`config.mk`:
```
export PLATFORM = sky130hd
export DESIGN_NAME = piecewise_linear_current_calibration
export DESIGN_NICKNAME = d
export VERILOG_FILES = /design/src/rtl/core/plcc_pkg.sv /design/src/rtl/core/plcc_datapath.sv /design/src/rtl/core/plcc_ctrl.sv /design/src/rtl/core/piecewise_linear_current_calibration.sv
export SDC_FILE = /design/constraint.sdc
export NUM_CORES = 2
export LEC_CHECK = 0
export BUFFER_PORTS_ARGS = -buffer_cell sky130_fd_sc_hd__buf_2
export CORE_UTILIZATION = 50
export CTS_CLUSTER_SIZE = 28
export DETAILED_ROUTE_END_ITERATION = 10
export PLACE_DENSITY = 0.66
export SETUP_SLACK_MARGIN = 0.5
export SLEW_MARGIN = 5
export SYNTH_ARGS = -nofsm -noshare
export SYNTH_HDL_FRONTEND = slang
export SYNTH_SLANG_ARGS = --single-unit
```
`constraint.sdc`:
```
create_clock -name aclk -period 13.3 [get_ports aclk]
set_input_delay 1.995 -clock aclk [delete_from_list [all_inputs] [get_ports aclk]]
set_output_delay 1.995 -clock aclk [all_outputs]
set_load 0.005 [all_outputs]
```
`src/rtl/core/plcc_pkg.sv`:
```
package plcc_pkg;

    localparam int DEF_MAX_POINTS    = 16;
    localparam int DEF_CURRENT_WIDTH = 24;

    localparam int GAIN_W    = 20;
    localparam int FRAC_BITS = 16;
    localparam int COUNT_W   = 5;
    localparam int INDEX_W   = 4;
    localparam int CFG_IDX_W = 2;

    localparam logic [CFG_IDX_W-1:0] CFG_GAIN   = 2'd0;
    localparam logic [CFG_IDX_W-1:0] CFG_OFFSET = 2'd1;
    localparam logic [CFG_IDX_W-1:0] CFG_COUNT  = 2'd2;

    localparam logic signed [GAIN_W-1:0] GAIN_RESET = 20'sd65536;

    typedef enum logic [0:0] {
        OP_CONVERT = 1'b0,
        OP_WRITE   = 1'b1
    } op_t;

    typedef enum logic [1:0] {
        SRC_LINEAR   = 2'd0,
        SRC_INTERP   = 2'd1,
        SRC_CLAMP_LO = 2'd2,
        SRC_CLAMP_HI = 2'd3
    } src_t;

    typedef enum logic [3:0] {
        DP_NOP,
        DP_LIN_MAG,
        DP_MUL,
        DP_LIN_RND,
        DP_LIN_ADD,
        DP_TAKE_RD,
        DP_HOLD_HI,
        DP_DIFF,
        DP_TAKE_Y0,
        DP_DIV_INIT,
        DP_DIV_STEP,
        DP_FINISH
    } dp_op_t;

    typedef struct packed {
        dp_op_t op;
        src_t   src;
        logic   capture;
        logic   load_out;
    } dp_cmd_t;

    typedef struct packed {
        logic               raw_le_rd;
        logic               raw_ge_rd;
        logic               dx_zero;
        logic               div_ovf;
        logic [COUNT_W-1:0] point_count;
    } dp_stat_t;

endpackage

```
`src/rtl/core/plcc_datapath.sv`:
```
module plcc_datapath import plcc_pkg::*; #(
    parameter int MAX_POINTS    = DEF_MAX_POINTS,
    parameter int CURRENT_WIDTH = DEF_CURRENT_WIDTH,
    localparam int ADDR_W = $clog2(MAX_POINTS),
    localparam int CFG_W  = (CURRENT_WIDTH > GAIN_W) ? CURRENT_WIDTH : GAIN_W
) (
    input  logic                            aclk,
    input  logic                            aresetn,
    input  logic                            cfg_we,
    input  logic [CFG_IDX_W-1:0]            cfg_index,
    input  logic [CFG_W-1:0]                cfg_data,
    input  logic                            s_op,
    input  logic [INDEX_W-1:0]              s_point_index,
    input  logic signed [CURRENT_WIDTH-1:0] s_raw_current,
    input  logic signed [CURRENT_WIDTH-1:0] s_true_current,
    input  dp_cmd_t                         cmd,
    input  logic [ADDR_W-1:0]               rd_addr,
    output dp_stat_t                        stat,
    output logic signed [CURRENT_WIDTH-1:0] m_calibrated_current,
    output logic [1:0]                      m_source,
    output logic                            m_saturated
);

    localparam int CW = CURRENT_WIDTH;
    localparam int MW = (CW > GAIN_W) ? CW : GAIN_W;
    localparam int PW = 2 * MW;
    localparam int RW = PW - FRAC_BITS + 1;
    localparam int SW = RW + 2;

    localparam logic [PW:0] HALF = (PW+1)'(1) << (FRAC_BITS - 1);
    localparam logic signed [SW-1:0] VMAX = {{(SW-CW+1){1'b0}}, {(CW-1){1'b1}}};
    localparam logic signed [SW-1:0] VMIN = {{(SW-CW+1){1'b1}}, {(CW-1){1'b0}}};

    logic signed [CW-1:0]     mem_raw  [MAX_POINTS];
    logic signed [CW-1:0]     mem_true [MAX_POINTS];

    logic signed [GAIN_W-1:0] gain_reg;
    logic signed [CW-1:0]     offset_reg;
    logic [COUNT_W-1:0]       count_reg;

    logic signed [CW-1:0]     rd_raw_reg;
    logic signed [CW-1:0]     rd_true_reg;
    logic signed [CW-1:0]     raw_reg;
    logic signed [CW-1:0]     x1_reg;
    logic signed [CW-1:0]     y1_reg;
    logic signed [CW-1:0]     y0_reg;
    logic [MW-1:0]            ma_reg;
    logic [MW-1:0]            mb_reg;
    logic [MW-1:0]            d_reg;
    logic                     neg_reg;
    logic                     dx_zero_reg;
    logic                     ovf_reg;
    logic [PW-1:0]            prod_reg;
    logic [RW-1:0]            rnd_reg;
    logic [CW-1:0]            rem_reg;
    logic [CW-1:0]            quo_reg;
    logic signed [CW-1:0]     res_val_reg;
    src_t                     res_src_reg;
    logic                     res_sat_reg;
    logic signed [CW-1:0]     out_val_reg;
    src_t                     out_src_reg;
    logic                     out_sat_reg;

    logic                     wr_en;
    logic [ADDR_W-1:0]        wr_addr;
    logic signed [MW:0]       raw_x;
    logic signed [MW:0]       rd_raw_x;
    logic signed [MW:0]       rd_true_x;
    logic signed [MW:0]       x1_x;
    logic signed [MW:0]       y1_x;
    logic signed [MW:0]       gain_x;
    logic signed [MW:0]       dxr;
    logic signed [MW:0]       dy;
    logic signed [MW:0]       dx;
    logic [MW-1:0]            raw_mag;
    logic [MW-1:0]            gain_mag;
    logic [MW-1:0]            dxr_mag;
    logic [MW-1:0]            dy_mag;
    logic [MW-1:0]            dx_mag;
    logic [PW:0]              rnd_sum;
    logic signed [SW-1:0]     lin_acc;
    logic signed [SW-1:0]     fin_acc;
    logic [CW:0]              lin_clip;
    logic [CW:0]              fin_clip;
    logic [CW:0]              div_rs;
    logic [CW:0]              div_diff;
    logic                     div_ge;
    logic [CW-1:0]            rem_next;

    function automatic logic [MW-1:0] mag(input logic signed [MW:0] v);
        logic [MW:0] a;
        a = v[MW] ? $unsigned(-v) : $unsigned(v);
        return a[MW-1:0];
    endfunction

    function automatic logic [CW:0] clip_fn(input logic signed [SW-1:0] v);
        logic [CW:0] r;
        if (v > VMAX) begin
            r = {1'b1, VMAX[CW-1:0]};
        end else if (v < VMIN) begin
            r = {1'b1, VMIN[CW-1:0]};
        end else begin
            r = {1'b0, v[CW-1:0]};
        end
        return r;
    endfunction

    // calibration table
    assign wr_en   = cmd.capture && (s_op == OP_WRITE) && (int'(s_point_index) < MAX_POINTS);
    assign wr_addr = ADDR_W'(s_point_index);

    always_ff @(posedge aclk) begin
        if (wr_en) begin
            mem_raw[wr_addr]  <= s_raw_current;
            mem_true[wr_addr] <= s_true_current;
        end
        rd_raw_reg  <= mem_raw[rd_addr];
        rd_true_reg <= mem_true[rd_addr];
    end

    // configuration registers
    always_ff @(posedge aclk) begin
        if (!aresetn) begin
            gain_reg   <= GAIN_RESET;
            offset_reg <= '0;
            count_reg  <= '0;
        end else if (cfg_we) begin
            unique case (cfg_index)
                CFG_GAIN:   gain_reg   <= cfg_data[GAIN_W-1:0];
                CFG_OFFSET: offset_reg <= cfg_data[CW-1:0];
                CFG_COUNT:  count_reg  <= cfg_data[COUNT_W-1:0];
                default: ;
            endcase
        end
    end

    always_comb begin
        raw_x     = (MW+1)'(raw_reg);
        rd_raw_x  = (MW+1)'(rd_raw_reg);
        rd_true_x = (MW+1)'(rd_true_reg);
        x1_x      = (MW+1)'(x1_reg);
        y1_x      = (MW+1)'(y1_reg);
        gain_x    = (MW+1)'(gain_reg);
        dxr       = raw_x - rd_raw_x;
        dy        = y1_x - rd_true_x;
        dx        = x1_x - rd_raw_x;
        raw_mag   = mag(raw_x);
        gain_mag  = mag(gain_x);
        dxr_mag   = mag(dxr);
        dy_mag    = mag(dy);
        dx_mag    = mag(dx);

        rnd_sum   = {1'b0, prod_reg} + HALF;
        lin_acc   = neg_reg ? SW'(offset_reg) - $signed({2'b00, rnd_reg})
                            : SW'(offset_reg) + $signed({2'b00, rnd_reg});
        fin_acc   = neg_reg ? SW'(y0_reg) - $signed({{(SW-CW){1'b0}}, quo_reg})
                            : SW'(y0_reg) + $signed({{(SW-CW){1'b0}}, quo_reg});
        lin_clip  = clip_fn(lin_acc);
        fin_clip  = clip_fn(fin_acc);

        // restoring divide, one quotient bit per step
        div_rs    = {rem_reg, quo_reg[CW-1]};
        div_ge    = div_rs >= {1'b0, d_reg[CW-1:0]};
        div_diff  = div_rs - {1'b0, d_reg[CW-1:0]};
        rem_next  = div_ge ? div_diff[CW-1:0] : div_rs[CW-1:0];
    end

    always_ff @(posedge aclk) begin
        if (cmd.capture) begin
            raw_reg <= s_raw_current;
        end
        case (cmd.op)
            DP_LIN_MAG: begin
                ma_reg  <= raw_mag;
                mb_reg  <= gain_mag;
                neg_reg <= raw_reg[CW-1] ^ gain_reg[GAIN_W-1];
            end
            DP_MUL: begin
                prod_reg <= ma_reg * mb_reg;
            end
            DP_LIN_RND: begin
                rnd_reg <= rnd_sum[PW:FRAC_BITS];
            end
            DP_LIN_ADD: begin
                res_sat_reg <= lin_clip[CW];
                res_val_reg <= lin_clip[CW-1:0];
                res_src_reg <= cmd.src;
            end
            DP_TAKE_RD: begin
                res_sat_reg <= 1'b0;
                res_val_reg <= rd_true_reg;
                res_src_reg <= cmd.src;
            end
            DP_HOLD_HI: begin
                x1_reg <= rd_raw_reg;
                y1_reg <= rd_true_reg;
            end
            DP_DIFF: begin
                ma_reg      <= dxr_mag;
                mb_reg      <= dy_mag;
                d_reg       <= dx_mag;
                y0_reg      <= rd_true_reg;
                neg_reg     <= dxr[MW] ^ dy[MW] ^ dx[MW];
                dx_zero_reg <= (dx == '0);
            end
            DP_TAKE_Y0: begin
                res_sat_reg <= 1'b0;
                res_val_reg <= y0_reg;
                res_src_reg <= cmd.src;
            end
            DP_DIV_INIT: begin
                rem_reg <= prod_reg[2*CW-1:CW];
                quo_reg <= prod_reg[CW-1:0];
                ovf_reg <= prod_reg[2*CW-1:CW] >= d_reg[CW-1:0];
            end
            DP_DIV_STEP: begin
                rem_reg <= rem_next;
                quo_reg <= {quo_reg[CW-2:0], div_ge};
            end
            DP_FINISH: begin
                res_src_reg <= cmd.src;
                if (ovf_reg) begin
                    res_sat_reg <= 1'b1;
                    res_val_reg <= neg_reg ? VMIN[CW-1:0] : VMAX[CW-1:0];
                end else begin
                    res_sat_reg <= fin_clip[CW];
                    res_val_reg <= fin_clip[CW-1:0];
                end
            end
            default: ;
        endcase
        if (cmd.load_out) begin
            out_val_reg <= res_val_reg;
            out_src_reg <= res_src_reg;
            out_sat_reg <= res_sat_reg;
        end
    end

    assign stat.raw_le_rd   = raw_reg <= rd_raw_reg;
    assign stat.raw_ge_rd   = raw_reg >= rd_raw_reg;
    assign stat.dx_zero     = dx_zero_reg;
    assign stat.div_ovf     = ovf_reg;
    assign stat.point_count = count_reg;

    assign m_calibrated_current = out_val_reg;
    assign m_source             = out_src_reg;
    assign m_saturated          = out_sat_reg;

endmodule

```
`src/rtl/core/plcc_ctrl.sv`:
```
module plcc_ctrl import plcc_pkg::*; #(
    parameter int MAX_POINTS    = DEF_MAX_POINTS,
    parameter int CURRENT_WIDTH = DEF_CURRENT_WIDTH,
    localparam int ADDR_W = $clog2(MAX_POINTS)
) (
    input  logic              aclk,
    input  logic              aresetn,
    input  logic              s_valid,
    output logic              s_ready,
    input  logic              s_op,
    output logic              m_valid,
    input  logic              m_ready,
    input  dp_stat_t          stat,
    output dp_cmd_t           cmd,
    output logic [ADDR_W-1:0] rd_addr
);

    localparam int CNT_W = $clog2(CURRENT_WIDTH);

    typedef enum logic [3:0] {
        S_IDLE,
        S_LIN_MAG,
        S_LIN_MUL,
        S_LIN_RND,
        S_LIN_ADD,
        S_CHK_FIRST,
        S_CHK_LAST,
        S_SEARCH,
        S_DIFF,
        S_INT_MUL,
        S_DIV_INIT,
        S_DIV,
        S_FINISH,
        S_PUSH
    } state_t;

    state_t            state_reg, state_next;
    logic [ADDR_W-1:0] idx_reg, idx_next;
    logic [CNT_W-1:0]  cnt_reg, cnt_next;
    logic              m_valid_reg, m_valid_next;
    logic [ADDR_W-1:0] last_idx;
    logic              out_free;
    int                n_lim;

    always_comb begin
        n_lim    = (int'(stat.point_count) > MAX_POINTS) ? MAX_POINTS : int'(stat.point_count);
        last_idx = ADDR_W'(n_lim - 1);
        out_free = !m_valid_reg || m_ready;
    end

    always_comb begin
        state_next   = state_reg;
        idx_next     = idx_reg;
        cnt_next     = cnt_reg;
        m_valid_next = m_valid_reg && !m_ready;
        cmd.op       = DP_NOP;
        cmd.src      = SRC_LINEAR;
        cmd.capture  = 1'b0;
        cmd.load_out = 1'b0;
        rd_addr      = idx_reg;
        unique case (state_reg)
            S_IDLE: begin
                rd_addr = '0;
                if (s_valid) begin
                    cmd.capture = 1'b1;
                    if (s_op == OP_CONVERT) begin
                        state_next = (stat.point_count == '0) ? S_LIN_MAG : S_CHK_FIRST;
                    end
                end
            end
            S_LIN_MAG: begin
                cmd.op     = DP_LIN_MAG;
                state_next = S_LIN_MUL;
            end
            S_LIN_MUL: begin
                cmd.op     = DP_MUL;
                state_next = S_LIN_RND;
            end
            S_LIN_RND: begin
                cmd.op     = DP_LIN_RND;
                state_next = S_LIN_ADD;
            end
            S_LIN_ADD: begin
                cmd.op     = DP_LIN_ADD;
                cmd.src    = SRC_LINEAR;
                state_next = S_PUSH;
            end
            S_CHK_FIRST: begin
                if (stat.raw_le_rd) begin
                    cmd.op     = DP_TAKE_RD;
                    cmd.src    = SRC_CLAMP_LO;
                    state_next = S_PUSH;
                end else begin
                    rd_addr    = last_idx;
                    state_next = S_CHK_LAST;
                end
            end
            S_CHK_LAST: begin
                if (stat.raw_ge_rd) begin
                    cmd.op     = DP_TAKE_RD;
                    cmd.src    = SRC_CLAMP_HI;
                    state_next = S_PUSH;
                end else begin
                    idx_next   = ADDR_W'(1);
                    rd_addr    = ADDR_W'(1);
                    state_next = S_SEARCH;
                end
            end
            S_SEARCH: begin
                if ((idx_reg < last_idx) && stat.raw_ge_rd) begin
                    idx_next = idx_reg + 1'b1;
                    rd_addr  = idx_reg + 1'b1;
                end else begin
                    cmd.op     = DP_HOLD_HI;
                    rd_addr    = idx_reg - 1'b1;
                    state_next = S_DIFF;
                end
            end
            S_DIFF: begin
                cmd.op     = DP_DIFF;
                state_next = S_INT_MUL;
            end
            S_INT_MUL: begin
                if (stat.dx_zero) begin
                    cmd.op     = DP_TAKE_Y0;
                    cmd.src    = SRC_INTERP;
                    state_next = S_PUSH;
                end else begin
                    cmd.op     = DP_MUL;
                    state_next = S_DIV_INIT;
                end
            end
            S_DIV_INIT: begin
                cmd.op     = DP_DIV_INIT;
                cnt_next   = '0;
                state_next = S_DIV;
            end
            S_DIV: begin
                if (stat.div_ovf) begin
                    state_next = S_FINISH;
                end else begin
                    cmd.op   = DP_DIV_STEP;
                    cnt_next = cnt_reg + 1'b1;
                    if (cnt_reg == CNT_W'(CURRENT_WIDTH - 1)) begin
                        state_next = S_FINISH;
                    end
                end
            end
            S_FINISH: begin
                cmd.op     = DP_FINISH;
                cmd.src    = SRC_INTERP;
                state_next = S_PUSH;
            end
            S_PUSH: begin
                if (out_free) begin
                    cmd.load_out = 1'b1;
                    m_valid_next = 1'b1;
                    state_next   = S_IDLE;
                end
            end
            default: begin
                state_next = S_IDLE;
            end
        endcase
    end

    always_ff @(posedge aclk) begin
        if (!aresetn) begin
            state_reg   <= S_IDLE;
            idx_reg     <= '0;
            cnt_reg     <= '0;
            m_valid_reg <= 1'b0;
        end else begin
            state_reg   <= state_next;
            idx_reg     <= idx_next;
            cnt_reg     <= cnt_next;
            m_valid_reg <= m_valid_next;
        end
    end

    assign s_ready = (state_reg == S_IDLE);
    assign m_valid = m_valid_reg;

endmodule

```
`src/rtl/core/piecewise_linear_current_calibration.sv`:
```
// Current calibration by a piecewise-linear table, with a gain/offset fallback.
// Input channel s_*: op convert takes raw_current and returns one beat on m_*;
// op write stores (raw_current, true_current) at point_index and returns nothing.
// Points must be written in ascending raw order before point_count enables them.
// Config channel cfg_*: index 0 gain (Q4.16), 1 offset, 2 point_count; always ready,
// written by the user only while no conversion is in flight; the core does not enforce it.
// One item is worked on at a time; s_ready is high only while the core is idle.
// A write beat is stored as it is accepted and the core stays idle. A conversion
// runs in linear mode (point_count zero), clamped low / clamped high, or
// interpolated in a segment, which walks the table by a linear search
// (one entry a cycle) and then runs the serial divider (one quotient bit a cycle).
// The next item is taken the cycle after a result is loaded.
// The result sits in an output register; the next item is accepted while it waits,
// and that item stalls in its last step until the receiver takes the first result.
// Synchronous active-low reset clears control, restores gain 1.0, offset 0 and
// point_count 0; table contents are undefined until written.
module piecewise_linear_current_calibration import plcc_pkg::*; #(
    parameter int MAX_POINTS    = DEF_MAX_POINTS,
    parameter int CURRENT_WIDTH = DEF_CURRENT_WIDTH,
    localparam int ADDR_W = $clog2(MAX_POINTS),
    localparam int CFG_W  = (CURRENT_WIDTH > GAIN_W) ? CURRENT_WIDTH : GAIN_W
) (
    input  logic                            aclk,
    input  logic                            aresetn,
    input  logic                            cfg_valid,
    output logic                            cfg_ready,
    input  logic [CFG_IDX_W-1:0]            cfg_index,
    input  logic [CFG_W-1:0]                cfg_data,
    input  logic                            s_valid,
    output logic                            s_ready,
    input  logic                            s_op,
    input  logic [INDEX_W-1:0]              s_point_index,
    input  logic signed [CURRENT_WIDTH-1:0] s_raw_current,
    input  logic signed [CURRENT_WIDTH-1:0] s_true_current,
    output logic                            m_valid,
    input  logic                            m_ready,
    output logic signed [CURRENT_WIDTH-1:0] m_calibrated_current,
    output logic [1:0]                      m_source,
    output logic                            m_saturated
);

    dp_cmd_t           cmd;
    dp_stat_t          stat;
    logic [ADDR_W-1:0] rd_addr;

    assign cfg_ready = 1'b1;

    plcc_ctrl #(
        .MAX_POINTS    (MAX_POINTS),
        .CURRENT_WIDTH (CURRENT_WIDTH)
    ) u_ctrl (
        .aclk    (aclk),
        .aresetn (aresetn),
        .s_valid (s_valid),
        .s_ready (s_ready),
        .s_op    (s_op),
        .m_valid (m_valid),
        .m_ready (m_ready),
        .stat    (stat),
        .cmd     (cmd),
        .rd_addr (rd_addr)
    );

    plcc_datapath #(
        .MAX_POINTS    (MAX_POINTS),
        .CURRENT_WIDTH (CURRENT_WIDTH)
    ) u_datapath (
        .aclk                 (aclk),
        .aresetn              (aresetn),
        .cfg_we               (cfg_valid & cfg_ready),
        .cfg_index            (cfg_index),
        .cfg_data             (cfg_data),
        .s_op                 (s_op),
        .s_point_index        (s_point_index),
        .s_raw_current        (s_raw_current),
        .s_true_current       (s_true_current),
        .cmd                  (cmd),
        .rd_addr              (rd_addr),
        .stat                 (stat),
        .m_calibrated_current (m_calibrated_current),
        .m_source             (m_source),
        .m_saturated          (m_saturated)
    );

endmodule

```
==> summary.json <==
{
  "clock_tree": {
    "master_cell_of_the_clock_root_buffer": "sky130_fd_sc_hd__clkbuf_16",
    "cts-root-to-sink-buffers": 3,
    "clock_sinks": 1233,
    "source_to_sink_clock_delay_at_the_later_pin_of_the_worst_skew_pair_ps": 780,
    "cts_post_setup_buffers_inserted": 0,
    "ctsHoldBuffers": 0,
    "clk_transition_reported_paths_ps": 60,
    "post_cts_resize_count": 0,
    "clock_tree_from_tritoncts": "yes",
    "cts-htree-levels": 4,
    "cts_made_buffers": 133
  },
  "synthesis": {
    "ys_seq_area_share_pct": 45.6,
    "post_synth_main_area_contributors": "sky130_fd_sc_hd__edfxtp_1, sky130_fd_sc_hd__fa_1, sky130_fd_sc_hd__ha_1",
    "leading_register_cell_type_out_of_synthesis": "sky130_fd_sc_hd__edfxtp_1",
    "avgSynthCellArea_sq_um": 11.5,
    "synth_top_cell_by_area": "sky130_fd_sc_hd__edfxtp_1",
    "synth_seq_cells": 1233,
    "ys_warns": 0,
    "post_synth_num_cell_types": 97,
    "synthesis.nets": 7754,
    "netlist.area_leader.share_pct": 42.8,
    "postSynth.asyncResetShare_pct": 0,
    "post_synth_inst_count": 6814,
    "synth_area_sq_mm": 0.0787,
    "edff_count_synth": 1122
  },
  "floorplanning": {
    "fp.dieArea_sq_mm": 0.159,
    "initial_core_util_pct": 50.4,
    "top_level_ports": 114,
    "core_sq_mm": 0.156,
    "rows": 145,
    "die_y_um": 399,
    "die_x_um": 399
  },
  "final_layout": {
    "filler_cell_count": 13200,
    "final_layout_size_suffix_gt1_share_pct": 8.10,
    "synthToLayoutAreaGrowth_pct": 8.79,
    "final_nets": 7788,
    "mostFrequentLayoutCells": "sky130_fd_sc_hd__edfxtp_1, sky130_fd_sc_hd__inv_1, sky130_fd_sc_hd__nand2_1, sky130_fd_sc_hd__fa_1, sky130_fd_sc_hd__mux2i_1",
    "final_common_cell": "sky130_fd_sc_hd__edfxtp_1"
  },
  "timing": {
    "grt_setup_unrepaired": "false",
    "final.period_utilization_pct": 63.6,
    "layout_min_cycle_time_ps": 8460,
    "final_setup_tns_ps": 0,
    "setup-violations-final": 0,
    "worst_slew_margin_pct": 23.7,
    "max_freq_ghz": 0.118,
    "finalMaxSlewViolations": 0,
    "clock_skew_ps": 51.3,
    "finalHoldViolCount": 0,
    "worst_pin_slew_ps": 1140
  },
  "hold_path": {
    "worstHoldPathType": "reg -> reg",
    "hold-path-cell-count": 0,
    "worst_hold_startpoint": "u_datapath.res_val_reg[13]",
    "worst_hold_path.endpoint": "u_datapath.m_calibrated_current[13]"
  },
  "global_route": {
    "grt_max_degree": 110,
    "grt_util_met1_pct": 35.2,
    "gr-usage-met2_pct": 43.5,
    "antenna_found_initial": 18,
    "total_congestion_overflow": 0,
    "grt_pass1_wl_um": 316000,
    "grt_pass1_vias": 51900,
    "global_route.usage.met3_pct": 3.60,
    "grt.busiest_layer": "met2",
    "grt_usage_pct": 26.3
  },
  "worst_setup_path": {
    "critical_path_class": "reg -> reg",
    "reg2reg_depth": 25,
    "startpoint_type": "flip-flop",
    "worst_r2r_endpoint": "u_datapath.prod_reg[47]",
    "worst-endpoint-arrival_ps": 8930,
    "timing.critical_path.fanout_max": 24,
    "timing.reg2reg.setup_slack_ps": 4840,
    "data_required_time_of_the_critical_path_ps": 13780,
    "end_kind": "flip-flop",
    "r2r_start": "u_datapath.mb_reg[5]"
  },
  "place": {
    "port_buffers": 112,
    "dp_hpwl_um": 146000,
    "gpl.final_weighted_congestion": 0.944
  },
  "route": {
    "dr_total_vias": 52400,
    "drt-vias-per-instance": 5.80,
    "detailedRoute.firstIterationViolations": 4797,
    "routedWlPerCell_um": 23.2,
    "drc": 0,
    "route.final.wire_length_um": 209000,
    "drt_pass1_iterations": 8,
    "postRouteAntennaNets": 0
  },
  "status": {
    "status": "complete, no violations"
  },
  "run": {
    "maxCapViolations": 0
  }
}
synthesized netlist by cell type, types with 12 or more instances:
master                      instances
sky130_fd_sc_hd__or2_2             12
sky130_fd_sc_hd__a31o_1            48
sky130_fd_sc_hd__dfxtp_1          111
sky130_fd_sc_hd__nand2_1          668
sky130_fd_sc_hd__mux2_2           104
sky130_fd_sc_hd__a31oi_1           35
sky130_fd_sc_hd__o211ai_1          19
sky130_fd_sc_hd__mux2i_1          413
sky130_fd_sc_hd__a21o_1            98
sky130_fd_sc_hd__edfxtp_1        1122
sky130_fd_sc_hd__o31a_1            14
sky130_fd_sc_hd__nor2b_1           48
sky130_fd_sc_hd__nor2_1           284
sky130_fd_sc_hd__o22ai_1           53
sky130_fd_sc_hd__a21oi_1          261
sky130_fd_sc_hd__inv_1            706
sky130_fd_sc_hd__nand4_1           41
sky130_fd_sc_hd__o21ai_0          186
sky130_fd_sc_hd__nor3_1            93
sky130_fd_sc_hd__nand3_1           61
sky130_fd_sc_hd__o21a_1            42
sky130_fd_sc_hd__o31ai_1           38
sky130_fd_sc_hd__o21bai_1          18
sky130_fd_sc_hd__and2_1           315
sky130_fd_sc_hd__a211oi_1          24
sky130_fd_sc_hd__xnor2_1          249
sky130_fd_sc_hd__buf_1             13
sky130_fd_sc_hd__buf_2             39
sky130_fd_sc_hd__a22oi_1          122
sky130_fd_sc_hd__a222oi_1          23
sky130_fd_sc_hd__nand2b_1          57
sky130_fd_sc_hd__clkbuf_1         201
sky130_fd_sc_hd__buf_6             28
sky130_fd_sc_hd__a2111oi_0         12
sky130_fd_sc_hd__nor4_1            24
sky130_fd_sc_hd__a21boi_0          45
sky130_fd_sc_hd__and3_1            31
sky130_fd_sc_hd__or3_1             30
sky130_fd_sc_hd__xor2_1            88
sky130_fd_sc_hd__fa_1             488
sky130_fd_sc_hd__ha_1             368
metrics by stage:
step	utilization (%)	setup WS (ps)	cells	hold slack (ps)	instance area, sq um
4_1_cts	54.8	4900	9019	419	85600
2_1_floorplan	-	5930	6814	400	78700
3_3_place_gp	52.0	5050	8771	402	81300
3_5_place_dp	52.0	4940	8771	405	81300
6_report	54.8	4840	9025	419	85600
5_1_grt	54.8	4430	9022	431	85600
logic make-up (layout without fill, tap and decap cells):
logic type | after synthesis | in the layout | share of synthesized area (%)
compound gates | 1141 | 1141 | 9.75
xor+xnor | 337 | 337 | 3.75
fa+ha+maj | 856 | 856 | 18.3
buf+inv | 998 | 1145 | 5.15
flops | 1233 | 1233 | 45.6
mux | 518 | 518 | 6.76
other cells | 1 | 7 | 0.00477
simple gates | 1730 | 1730 | 10.7
worst max-delay path by stage:
| stage | from | end | cells after the start |
|---|---|---|---|
| 6_report | u_datapath.mb_reg[5] | u_datapath.prod_reg[47] | 25 |
| 5_1_grt | u_datapath.mb_reg[5] | u_datapath.prod_reg[47] | 25 |
| 4_1_cts | u_datapath.ma_reg[5] | u_datapath.prod_reg[47] | 26 |
| 3_5_place_dp | u_datapath.mb_reg[5] | u_datapath.prod_reg[47] | 25 |
| 3_3_place_gp | u_datapath.mb_reg[5] | u_datapath.prod_reg[47] | 25 |
| 2_1_floorplan | u_datapath.mb_reg[5] | u_datapath.prod_reg[47] | 26 |
worst max-delay path, stage by stage, from the launching register on:
cell and delay [ps]:
sky130_fd_sc_hd__edfxtp_1 990, sky130_fd_sc_hd__nand2_1 190, sky130_fd_sc_hd__fa_1 570, sky130_fd_sc_hd__inv_1 60, sky130_fd_sc_hd__fa_1 550, sky130_fd_sc_hd__inv_1 50
sky130_fd_sc_hd__fa_1 460, sky130_fd_sc_hd__fa_1 510, sky130_fd_sc_hd__inv_1 50, sky130_fd_sc_hd__fa_1 460, sky130_fd_sc_hd__fa_1 590, sky130_fd_sc_hd__inv_1 70
sky130_fd_sc_hd__fa_1 540, sky130_fd_sc_hd__inv_1 40, sky130_fd_sc_hd__ha_1 370, sky130_fd_sc_hd__a21o_1 200, sky130_fd_sc_hd__a21oi_1 140, sky130_fd_sc_hd__o221ai_1 150
sky130_fd_sc_hd__a2111o_1 400, sky130_fd_sc_hd__a21o_1 190, sky130_fd_sc_hd__a21oi_1 230, sky130_fd_sc_hd__o31ai_1 140, sky130_fd_sc_hd__o41ai_1 690, sky130_fd_sc_hd__o31ai_1 280
sky130_fd_sc_hd__mux2i_1 190, sky130_fd_sc_hd__nand4_1 80
layout make-up:
type / count / area (sq um) / share of cell area (%)
Timing Repair Buffer: 190 / 1160 / 1.35
Inverter: 707 / 2660 / 3.10
Clock inverter: 74 / 731 / 0.854
Sequential cell: 1233 / 35900 / 42.0
Antenna cell: 6 / 15.0 / 0.0175
Clock buffer: 174 / 3610 / 4.22
Tap cell: 2058 / 2570 / 3.01
Multi-Input combinational cell: 4583 / 38900 / 45.5
routing by layer:
metal,routed length (um),up-vias
met2,101000,1691
li1,-,24000
met5,149,-
met4,7920,22
met1,87800,26300
met3,12500,369
Power is left out: the tool's default activity adds up to more than one toggle a clock period on the data nets, which glitch-free logic cannot reach.
